$ cat src/sv/differential_drive_odometry_assert.svh
`ifndef DIFFERENTIAL_DRIVE_ODOMETRY_ASSERT_SVH
`define DIFFERENTIAL_DRIVE_ODOMETRY_ASSERT_SVH

// Same-cycle implication, checked outside reset.
`define ODO_ASSERT_NOW(lbl, pre, post) \
    lbl: assert property (@(posedge clk) disable iff (!rst_n) (pre) |-> (post)) \
        else $error("odometry check failed");

// Next-cycle implication, checked outside reset.
`define ODO_ASSERT_NEXT(lbl, pre, post) \
    lbl: assert property (@(posedge clk) disable iff (!rst_n) (pre) |=> (post)) \
        else $error("odometry check failed");

`endif

$ cat src/sv/odo_pkg.sv
package odo_pkg;

    localparam int TURN_UNITS = 92160;
    localparam int HALF_TURN  = TURN_UNITS / 2;
    localparam int QUART_TURN = TURN_UNITS / 4;

    localparam int HD_W    = 20;  // signed width for heading arithmetic
    localparam int Z_W     = 26;  // residual angle, 2^-16 degree units
    localparam int CS_W    = 34;  // cos/sin in Q2.30 with headroom
    localparam int ATAN_LEN = 24;
    localparam int STEP_W  = 5;

    localparam int OPA_W   = 34;
    localparam int CHUNK_W = 17;
    localparam int OPB_W   = CHUNK_W + 1;
    localparam int PROD_W  = OPA_W + OPB_W;
    localparam int ACC_W   = 2 * OPA_W;

    localparam logic signed [CS_W-1:0] GAIN_Q30 = 34'sd652032874;

    typedef struct packed {
        logic valid;
        logic hi;
    } mul_op_t;

    function automatic logic signed [Z_W-1:0] atan_entry(input logic [STEP_W-1:0] idx);
        logic signed [Z_W-1:0] v;
        case (idx)
            5'd0:    v = 26'sd2949120;
            5'd1:    v = 26'sd1740967;
            5'd2:    v = 26'sd919879;
            5'd3:    v = 26'sd466945;
            5'd4:    v = 26'sd234379;
            5'd5:    v = 26'sd117304;
            5'd6:    v = 26'sd58666;
            5'd7:    v = 26'sd29335;
            5'd8:    v = 26'sd14668;
            5'd9:    v = 26'sd7334;
            5'd10:   v = 26'sd3667;
            5'd11:   v = 26'sd1833;
            5'd12:   v = 26'sd917;
            5'd13:   v = 26'sd458;
            5'd14:   v = 26'sd229;
            5'd15:   v = 26'sd115;
            5'd16:   v = 26'sd57;
            5'd17:   v = 26'sd29;
            5'd18:   v = 26'sd14;
            5'd19:   v = 26'sd7;
            5'd20:   v = 26'sd4;
            5'd21:   v = 26'sd2;
            5'd22:   v = 26'sd1;
            default: v = 26'sd0;
        endcase
        return v;
    endfunction

endpackage

$ cat src/sv/odo_mul.sv
module odo_mul
    import odo_pkg::*;
(
    input  logic                     clk,
    input  logic                     rst_n,
    input  mul_op_t                  op,
    input  logic signed [OPA_W-1:0]  a,
    input  logic signed [OPB_W-1:0]  b,
    output logic signed [ACC_W-1:0]  acc
);

    // A full product is built from a low chunk and then a high chunk of b.
    // The product is registered; the accumulate happens in the cycle after.
    mul_op_t                  op_reg;
    logic signed [PROD_W-1:0] prod_reg;
    logic signed [PROD_W-1:0] prod_next;
    logic signed [ACC_W-1:0]  acc_reg;
    logic signed [ACC_W-1:0]  acc_next;
    logic signed [ACC_W-1:0]  prod_ext;

    assign prod_next = a * b;
    assign prod_ext  = ACC_W'(prod_reg);

    always_comb
    begin
        acc_next = acc_reg;
        if (op_reg.valid)
        begin
            if (op_reg.hi)
                acc_next = acc_reg + (prod_ext <<< CHUNK_W);
            else
                acc_next = prod_ext;
        end
    end

    always_ff @(posedge clk or negedge rst_n)
    begin
        if (!rst_n)
            op_reg <= '0;
        else
            op_reg <= op;
    end

    always_ff @(posedge clk)
    begin
        prod_reg <= prod_next;
        acc_reg  <= acc_next;
    end

    assign acc = acc_reg;

endmodule

$ cat src/sv/odo_cordic.sv
module odo_cordic
    import odo_pkg::*;
#(
    parameter int CORDIC_STEPS = 16
)
(
    input  logic                    clk,
    input  logic                    rst_n,
    input  logic                    start,
    input  logic signed [Z_W-1:0]   z_init,
    input  logic                    flip,
    output logic signed [CS_W-1:0]  cos_out,
    output logic signed [CS_W-1:0]  sin_out,
    output logic                    done
);

    // The arctangent table has ATAN_LEN entries; more steps than that behave as ATAN_LEN.
    localparam int ROT_STEPS = (CORDIC_STEPS > ATAN_LEN) ? ATAN_LEN : CORDIC_STEPS;

    logic signed [CS_W-1:0] cx_reg, cx_next;
    logic signed [CS_W-1:0] cy_reg, cy_next;
    logic signed [Z_W-1:0]  z_reg, z_next;
    logic [STEP_W-1:0]      step_reg;
    logic                   busy_reg;
    logic                   done_reg;
    logic                   flip_reg;
    logic signed [CS_W-1:0] dx, dy;
    logic                   last_step;

    assign dx        = cy_reg >>> step_reg;
    assign dy        = cx_reg >>> step_reg;
    assign last_step = (step_reg == STEP_W'(ROT_STEPS - 1));

    always_comb
    begin
        if (!z_reg[Z_W-1])
        begin
            cx_next = cx_reg - dx;
            cy_next = cy_reg + dy;
            z_next  = z_reg - atan_entry(step_reg);
        end
        else
        begin
            cx_next = cx_reg + dx;
            cy_next = cy_reg - dy;
            z_next  = z_reg + atan_entry(step_reg);
        end
    end

    always_ff @(posedge clk or negedge rst_n)
    begin
        if (!rst_n)
        begin
            busy_reg <= 1'b0;
            done_reg <= 1'b0;
            step_reg <= '0;
        end
        else if (start)
        begin
            busy_reg <= 1'b1;
            done_reg <= 1'b0;
            step_reg <= '0;
        end
        else if (busy_reg)
        begin
            step_reg <= step_reg + 1'b1;
            if (last_step)
            begin
                busy_reg <= 1'b0;
                done_reg <= 1'b1;
            end
        end
    end

    always_ff @(posedge clk)
    begin
        if (start)
        begin
            cx_reg   <= GAIN_Q30;
            cy_reg   <= '0;
            z_reg    <= z_init;
            flip_reg <= flip;
        end
        else if (busy_reg)
        begin
            cx_reg <= cx_next;
            cy_reg <= cy_next;
            z_reg  <= z_next;
        end
    end

    assign cos_out = flip_reg ? -cx_reg : cx_reg;
    assign sin_out = flip_reg ? -cy_reg : cy_reg;
    assign done    = done_reg;

endmodule

$ cat src/sv/differential_drive_odometry.sv
// Channel   Direction  Handshake            Payload
// s_*       in         s_tvalid/s_tready    encoder sums, gyro heading; kind and flag in s_tuser
// m_*       out        m_tvalid/m_tready    pose x and y
// cfg_*     in         cfg_valid/cfg_ready  register index and write data
//
// An odometry sample is worked through the distance multiply, the CORDIC rotation (steps
// beyond 24 count as 24) and the pose multiplies on the shared multiplier, which forms
// each 34 x 34 product from two 34 x 18 partials; s_tready returns after the output state.
// Pose reset and calibrating requests go straight from the idle state to the output state.
// s_tready is high only in the idle state; a result held in the output register
// does not block the next sample, only the write of its own result.
// rst_n clears the pose, the previous distance and the heading offset, and sets the distance scale to 1180.
`include "differential_drive_odometry_assert.svh"

module differential_drive_odometry
    import odo_pkg::*;
#(
    parameter int CORDIC_STEPS = 16
)
(
    input  logic        clk,
    input  logic        rst_n,
    input  logic        s_tvalid,
    output logic        s_tready,
    input  logic [87:0] s_tdata,   // left_position_sum, right_position_sum, gyro_heading, pad
    input  logic [1:0]  s_tuser,   // req_type, calibrating
    output logic        m_tvalid,
    input  logic        m_tready,
    output logic [63:0] m_tdata,   // pose_x, pose_y
    input  logic        cfg_valid,
    output logic        cfg_ready,
    input  logic        cfg_index,
    input  logic [16:0] cfg_data
);

    localparam logic CFG_HEADING_OFFSET = 1'b0;
    localparam logic CFG_DISTANCE_SCALE = 1'b1;

    typedef enum logic [13:0] {
        ST_IDLE     = 14'b00000000000001,
        ST_PREP     = 14'b00000000000010,
        ST_DIST_LO  = 14'b00000000000100,
        ST_DIST_HI  = 14'b00000000001000,
        ST_DIST_W   = 14'b00000000010000,
        ST_DIST_CHG = 14'b00000000100000,
        ST_ROT_WAIT = 14'b00000001000000,
        ST_X_LO     = 14'b00000010000000,
        ST_X_HI     = 14'b00000100000000,
        ST_Y_LO     = 14'b00001000000000,
        ST_Y_HI     = 14'b00010000000000,
        ST_Y_WAIT   = 14'b00100000000000,
        ST_Y_DONE   = 14'b01000000000000,
        ST_OUT      = 14'b10000000000000
    } state_t;

    state_t state_reg, state_next;

    logic [16:0]        heading_offset_reg;
    logic [15:0]        distance_scale_reg;
    logic signed [31:0] pos_x_reg, pos_x_next;
    logic signed [31:0] pos_y_reg, pos_y_next;
    logic signed [31:0] last_dist_reg, last_dist_next;

    logic signed [31:0] left_reg, right_reg;
    logic [16:0]        gyro_reg;
    logic signed [31:0] avg_reg;
    logic [16:0]        head_reg;
    logic signed [32:0] change_reg;

    logic               out_valid_reg;
    logic [31:0]        out_x_reg, out_y_reg;

    logic               s_accept;
    logic               out_load;

    logic signed [32:0]      sum_lr;
    logic signed [HD_W-1:0]  head_raw;
    logic [16:0]             head_norm;
    logic signed [HD_W-1:0]  head_s;
    logic signed [HD_W-1:0]  head_f;
    logic                    flip;
    logic signed [Z_W-1:0]   z_init;

    mul_op_t                 mul_op;
    logic signed [OPA_W-1:0] mul_a;
    logic signed [OPB_W-1:0] mul_b;
    logic signed [ACC_W-1:0] acc;
    logic signed [ACC_W-1:0] dist_round;
    logic signed [31:0]      scaled_dist;
    logic signed [ACC_W-1:0] delta_round;
    logic signed [37:0]      delta;

    logic                    cor_start;
    logic signed [CS_W-1:0]  cos_v, sin_v;
    logic                    cor_done;

    function automatic logic signed [31:0] sat_add(input logic signed [31:0] p,
                                                   input logic signed [37:0] d);
        logic signed [38:0] s;
        s = 39'(p) + 39'(d);
        if (s[38:31] != {8{s[38]}})
            return s[38] ? 32'sh8000_0000 : 32'sh7fff_ffff;
        return s[31:0];
    endfunction

    assign s_accept  = s_tvalid && s_tready;
    assign s_tready  = (state_reg == ST_IDLE);
    assign cfg_ready = 1'b1;
    assign out_load  = (state_reg == ST_OUT) && (!out_valid_reg || m_tready);

    // Heading (TURN - gyro + start) brought into [0, TURN).
    assign sum_lr   = 33'(left_reg) + 33'(right_reg);
    assign head_raw = HD_W'(TURN_UNITS) + $signed(HD_W'(heading_offset_reg))
                      - $signed(HD_W'(gyro_reg));

    always_comb
    begin
        if (head_raw < 0)
            head_norm = 17'(head_raw + HD_W'(TURN_UNITS));
        else if (head_raw >= HD_W'(2 * TURN_UNITS))
            head_norm = 17'(head_raw - HD_W'(2 * TURN_UNITS));
        else if (head_raw >= HD_W'(TURN_UNITS))
            head_norm = 17'(head_raw - HD_W'(TURN_UNITS));
        else
            head_norm = head_raw[16:0];
    end

    // Fold the heading into [-90, 90] degrees; a half-turn negates the result.
    always_comb
    begin
        head_s = $signed(HD_W'(head_reg));
        if (head_s > HD_W'(HALF_TURN))
            head_s = head_s - HD_W'(TURN_UNITS);
        flip   = 1'b0;
        head_f = head_s;
        if (head_s > HD_W'(QUART_TURN))
        begin
            head_f = head_s - HD_W'(HALF_TURN);
            flip   = 1'b1;
        end
        else if (head_s < -HD_W'(QUART_TURN))
        begin
            head_f = head_s + HD_W'(HALF_TURN);
            flip   = 1'b1;
        end
        z_init = Z_W'(head_f) <<< 8;
    end

    assign cor_start = (state_reg == ST_DIST_LO);

    always_comb
    begin
        mul_op = '0;
        mul_a  = OPA_W'(change_reg);
        mul_b  = '0;
        case (state_reg)
            ST_DIST_LO:
            begin
                mul_op = '{valid: 1'b1, hi: 1'b0};
                mul_a  = OPA_W'(avg_reg);
                mul_b  = OPB_W'(distance_scale_reg);
            end
            ST_DIST_HI:
            begin
                mul_op = '{valid: 1'b1, hi: 1'b1};
                mul_a  = OPA_W'(avg_reg);
            end
            ST_X_LO:
            begin
                mul_op = '{valid: 1'b1, hi: 1'b0};
                mul_b  = $signed({1'b0, cos_v[CHUNK_W-1:0]});
            end
            ST_X_HI:
            begin
                mul_op = '{valid: 1'b1, hi: 1'b1};
                mul_b  = $signed({cos_v[CS_W-1], cos_v[CS_W-1:CHUNK_W]});
            end
            ST_Y_LO:
            begin
                mul_op = '{valid: 1'b1, hi: 1'b0};
                mul_b  = $signed({1'b0, sin_v[CHUNK_W-1:0]});
            end
            ST_Y_HI:
            begin
                mul_op = '{valid: 1'b1, hi: 1'b1};
                mul_b  = $signed({sin_v[CS_W-1], sin_v[CS_W-1:CHUNK_W]});
            end
            default:
            begin
                mul_op = '0;
            end
        endcase
    end

    assign dist_round  = acc + ACC_W'(32'sd32768);
    assign scaled_dist = dist_round[47:16];
    assign delta_round = acc + ACC_W'(64'sd536870912);
    assign delta       = delta_round[ACC_W-1:30];

    always_comb
    begin
        state_next     = state_reg;
        pos_x_next     = pos_x_reg;
        pos_y_next     = pos_y_reg;
        last_dist_next = last_dist_reg;
        case (state_reg)
            ST_IDLE:
            begin
                if (s_accept)
                begin
                    if (s_tuser[0])
                    begin
                        pos_x_next     = '0;
                        pos_y_next     = '0;
                        last_dist_next = '0;
                        state_next     = ST_OUT;
                    end
                    else if (s_tuser[1])
                        state_next = ST_OUT;
                    else
                        state_next = ST_PREP;
                end
            end
            ST_PREP:     state_next = ST_DIST_LO;
            ST_DIST_LO:  state_next = ST_DIST_HI;
            ST_DIST_HI:  state_next = ST_DIST_W;
            ST_DIST_W:   state_next = ST_DIST_CHG;
            ST_DIST_CHG:
            begin
                last_dist_next = scaled_dist;
                state_next     = ST_ROT_WAIT;
            end
            ST_ROT_WAIT:
            begin
                if (cor_done)
                    state_next = ST_X_LO;
            end
            ST_X_LO:     state_next = ST_X_HI;
            ST_X_HI:     state_next = ST_Y_LO;
            ST_Y_LO:     state_next = ST_Y_HI;
            ST_Y_HI:
            begin
                pos_x_next = sat_add(pos_x_reg, delta);
                state_next = ST_Y_WAIT;
            end
            ST_Y_WAIT:   state_next = ST_Y_DONE;
            ST_Y_DONE:
            begin
                pos_y_next = sat_add(pos_y_reg, delta);
                state_next = ST_OUT;
            end
            ST_OUT:
            begin
                if (out_load)
                    state_next = ST_IDLE;
            end
            default:     state_next = ST_IDLE;
        endcase
    end

    always_ff @(posedge clk or negedge rst_n)
    begin
        if (!rst_n)
        begin
            state_reg          <= ST_IDLE;
            pos_x_reg          <= '0;
            pos_y_reg          <= '0;
            last_dist_reg      <= '0;
            heading_offset_reg <= '0;
            distance_scale_reg <= 16'd1180;
            out_valid_reg      <= 1'b0;
        end
        else
        begin
            state_reg     <= state_next;
            pos_x_reg     <= pos_x_next;
            pos_y_reg     <= pos_y_next;
            last_dist_reg <= last_dist_next;
            if (cfg_valid && cfg_ready)
            begin
                case (cfg_index)
                    CFG_HEADING_OFFSET: heading_offset_reg <= cfg_data;
                    CFG_DISTANCE_SCALE: distance_scale_reg <= cfg_data[15:0];
                    default:            ;
                endcase
            end
            if (out_load)
                out_valid_reg <= 1'b1;
            else if (m_tready)
                out_valid_reg <= 1'b0;
        end
    end

    always_ff @(posedge clk)
    begin
        if (s_accept)
        begin
            left_reg  <= s_tdata[31:0];
            right_reg <= s_tdata[63:32];
            gyro_reg  <= s_tdata[80:64];
        end
        if (state_reg == ST_PREP)
        begin
            avg_reg  <= sum_lr[32:1];
            head_reg <= head_norm;
        end
        if (state_reg == ST_DIST_CHG)
            change_reg <= 33'(scaled_dist) - 33'(last_dist_reg);
        if (out_load)
        begin
            out_x_reg <= pos_x_reg;
            out_y_reg <= pos_y_reg;
        end
    end

    odo_mul u_mul (
        .clk   (clk),
        .rst_n (rst_n),
        .op    (mul_op),
        .a     (mul_a),
        .b     (mul_b),
        .acc   (acc)
    );

    odo_cordic #(
        .CORDIC_STEPS (CORDIC_STEPS)
    ) u_cordic (
        .clk     (clk),
        .rst_n   (rst_n),
        .start   (cor_start),
        .z_init  (z_init),
        .flip    (flip),
        .cos_out (cos_v),
        .sin_out (sin_v),
        .done    (cor_done)
    );

    assign m_tvalid = out_valid_reg;
    assign m_tdata  = {out_y_reg, out_x_reg};

    `ODO_ASSERT_NEXT(a_pose_clear, s_accept && s_tuser[0],
        pos_x_reg == 0 && pos_y_reg == 0 && last_dist_reg == 0)
    `ODO_ASSERT_NEXT(a_calib_hold, s_accept && !s_tuser[0] && s_tuser[1],
        $stable(pos_x_reg) && $stable(pos_y_reg) && $stable(last_dist_reg))
    `ODO_ASSERT_NOW(a_rot_ready, state_reg == ST_X_LO, cor_done)
    `ODO_ASSERT_NOW(a_dist_latency, state_reg == ST_DIST_CHG, $past(state_reg, 3) == ST_DIST_LO)

endmodule

$ cat config.mk
export PLATFORM = sky130hd
export DESIGN_NAME = differential_drive_odometry
export DESIGN_NICKNAME = d
export VERILOG_FILES = /design/src/sv/odo_pkg.sv /design/src/sv/odo_mul.sv /design/src/sv/odo_cordic.sv /design/src/sv/differential_drive_odometry.sv
export VERILOG_INCLUDE_DIRS = /design/src /design/src/sv
export SDC_FILE = /design/constraint.sdc
export NUM_CORES = 2
export LEC_CHECK = 0
export BUFFER_PORTS_ARGS = -buffer_cell sky130_fd_sc_hd__buf_2
export CAP_MARGIN = 20
export CORE_UTILIZATION = 60
export CTS_CLUSTER_DIAMETER = 80
export DETAILED_ROUTE_END_ITERATION = 7
export PLACE_DENSITY = 0.88
export RECOVER_POWER = 50
export SLEW_MARGIN = 10
export SYNTH_ARGS = -nofsm -noshare
export SYNTH_HDL_FRONTEND = slang
export SYNTH_HIERARCHICAL = 1
export SYNTH_SLANG_ARGS = --single-unit
$ cat constraint.sdc
create_clock -name clk -period 23.4 [get_ports clk]
set_input_delay 2.34 -clock clk [delete_from_list [all_inputs] [get_ports clk]]
set_output_delay 2.34 -clock clk [all_outputs]
set_load 0.01 [all_outputs]
==> summary.md <==
| Metric | Value |
|---|---|
| PwrDens | 116 nW/µm² |
| Nets@finish | 8699 |
| Period utilization | 51.6% |
| Later-pin clock latency in the skew report | 0.66 ns |
| Worst Path Max Fanout | 58 |
| Number of global-route vias before repair | 57896 |
| WHS Endpoint | state_reg[5] |
| Most common cell after layout, fill and taps aside | nand2_1 |
| Commonest non-fill, non-tap cells in the layout | nand2_1, inv_1, fa_1 |
| Post-DR wirelength/cell | 22.3 µm |
| Critical path required time | 23.97 ns |
| Failing checks | design-rule violations, max-capacitance violations, max-slew violations |
| Final Critical Period | 12.07 ns |
| Die width | 339 µm |
| Buf/Inv on CP | 5 |
| Worst R2R Setup Slack | 11.33 ns |
| # resized after CTS | 0 |
| GR Util met2 | 53.4% |
| Peak VDD IR | 0.000156 V |
| Mean Syn Cell Area | 9.00 µm² |
| Port Buffers | 171 |
| RePlAce Congestion | 1.04 |
| Global route overflow | 0 |
| Post-CTS Setup Bufs | 0 |
| Status | complete, but fails checks |
| Reg-to-Reg Start | state_reg[10] |
| Endpoints failing setup | 0 |
| Starting Density | 60.6% |
| CP max stage delay | 2.34 ns |
| Worst Path Arrival | 12.64 ns |
| Grt met3 use | 10.2% |
| DR vias | 57982 |
| Filler cell count | 8760 |
| Area grow syn2layout | 5.59% |
| Clk_skew | 0.0285 ns |
| Post-DP HPWL | 154000 µm |
| Max-cap check violation count | 9 |
| Worst Reg-to-Reg Cells | 28 |
| Worst min path class | reg2reg |
| First-pass DRT Iterations | 8 |
| Post-route ant nets | 0 |
| Relative slew slack | -297% |
| Area of the mapped netlist | 68200 µm² |
| Yosys warnings | 6 |
| Clock transition at path regs | 0.06 ns |
| Root buffer cell | clkbuf_16 |
| Leakage | 32.0 nW |
| Fmax achieved | 82.9 MHz |
| CTS buffer count | 67 |
| RSZ-0062 raised after global routing | no |
| Overall global routing resource usage | 34.5% |
| Die height | 339 µm |
| Slowest-stage cell, CP | clkbuf_1 |
| Fin Hold WS | 0.471 ns |
| DRC | 13 |
| Clock tree sinks | 580 |
| Register Area | 15500 µm² |
| Cts hold-fix bufs | 0 |
| DRT iter0 DRCs | 6611 |
| Least-Margin Pin Slew | 5.96 ns |
| Die area | 115000 µm² |
| Ports | 180 |
| Critical path class | reg2reg |
| Row count | 123 |
| Multi-input logic area | 47900 µm² |
| R2r endpoint | u_mul/prod_reg[51] |
| Mapped Cells | 7580 |
| Initial antenna violation count | 6 |
| Delay-heaviest family, CP | adder cells |
| Fin. max-slew vios | 507 |
| Fin. Hold Viols | 0 |
| Pin count of the biggest net entering global routing | 106 |
| WHS Path Cells | 1 |
| Largest register FFs | 53 |
| Startpoint Class | register |
| CTS tree | done |
| H-tree depth | 3 |
| Top Usage Layer GRT | met2 |
| Hold_sp | state_reg[5] |
| First-pass GRT wire length | 315000 µm |
| Vias per cell | 6.39 |
| Total wire length | 202000 µm |
| Clock Tree Buf Depth | 3 |
| Fraction of layout cells with a size suffix above 1 | 8.43% |
| Core Area | 113000 µm² |
| Cell with the most instances on the worst path | fa_1 |
| Crit end category | register |
| Overall power | 0.00836 W |
| Met1 usage | 44.1% |
| Setup TNS | 0 ns |
==> layout make-up <==
cell class	count	share of cell area [%]
Multi-Input combinational cell	5746	66.4
Clock buffer	85	2.49
Timing Repair Buffer	252	1.98
Sequential cell	580	21.5
Clock inverter	37	0.490
Inverter	870	4.53
Antenna cell	6	0.0208
Tap cell	1500	2.60
==> worst max-delay path by stage <==
| stage | to | slack, ns | startpoint | depth (start not counted) |
|---|---|---|---|---|
| after CTS | u_mul/prod_reg[47] | 12.86 | u_cordic/cy_reg[1] | 31 |
| after global placement | u_mul/prod_reg[51] | 13.14 | u_cordic/cy_reg[1] | 31 |
| after floorplan | u_mul/prod_reg[44] | 14.33 | u_cordic/cx_reg[2] | 34 |
| after global routing | u_mul/prod_reg[46] | 10.91 | state_reg[9] | 28 |
| after detailed placement | u_mul/prod_reg[51] | 12.91 | u_cordic/cy_reg[1] | 31 |
| final | u_mul/prod_reg[51] | 11.33 | state_reg[10] | 28 |
==> worst reg2reg max path: cells and delay by family, from the launching register on <==
kind,cells,cell delay (ns)
AOI/OAI and AO/OA,7,2.90
DFF,1,0.44
adders and majority gates,7,3.44
and+or+nand+nor,9,2.26
buffers and inverters,5,2.95
==> routing by layer <==
| layer | share of wire [%] | routed length (µm) |
|---|---|---|
| met5 | 0 | 0 |
| met4 | 5.5 | 11100 |
| met3 | 12 | 24900 |
| met2 | 44 | 89100 |
| met1 | 38 | 77300 |
==> power breakdown <==
group / switching (W) / internal (W)
Clock: 0.000457 / 0.000578
Combinational: 0.00332 / 0.00229
Sequential: 0.000359 / 0.00136
Total: 0.00414 / 0.00422
==> per-stage QoR <==
| stage | util (%) | setup WS (ns) | cell area, µm² | std cells |
|---|---|---|---|---|
| after floorplan | - | 14.33 | 68300 | 7587 |
| after global placement | 62.1 | 13.14 | 70000 | 8945 |
| after detailed placement | 62.1 | 12.91 | 70000 | 8945 |
| after CTS | 64.0 | 12.86 | 72100 | 9067 |
| after global routing | 64.0 | 10.91 | 72100 | 9074 |
| final | 64.0 | 11.33 | 72100 | 9076 |
Note: power is estimated with default switching activity, not from simulation.
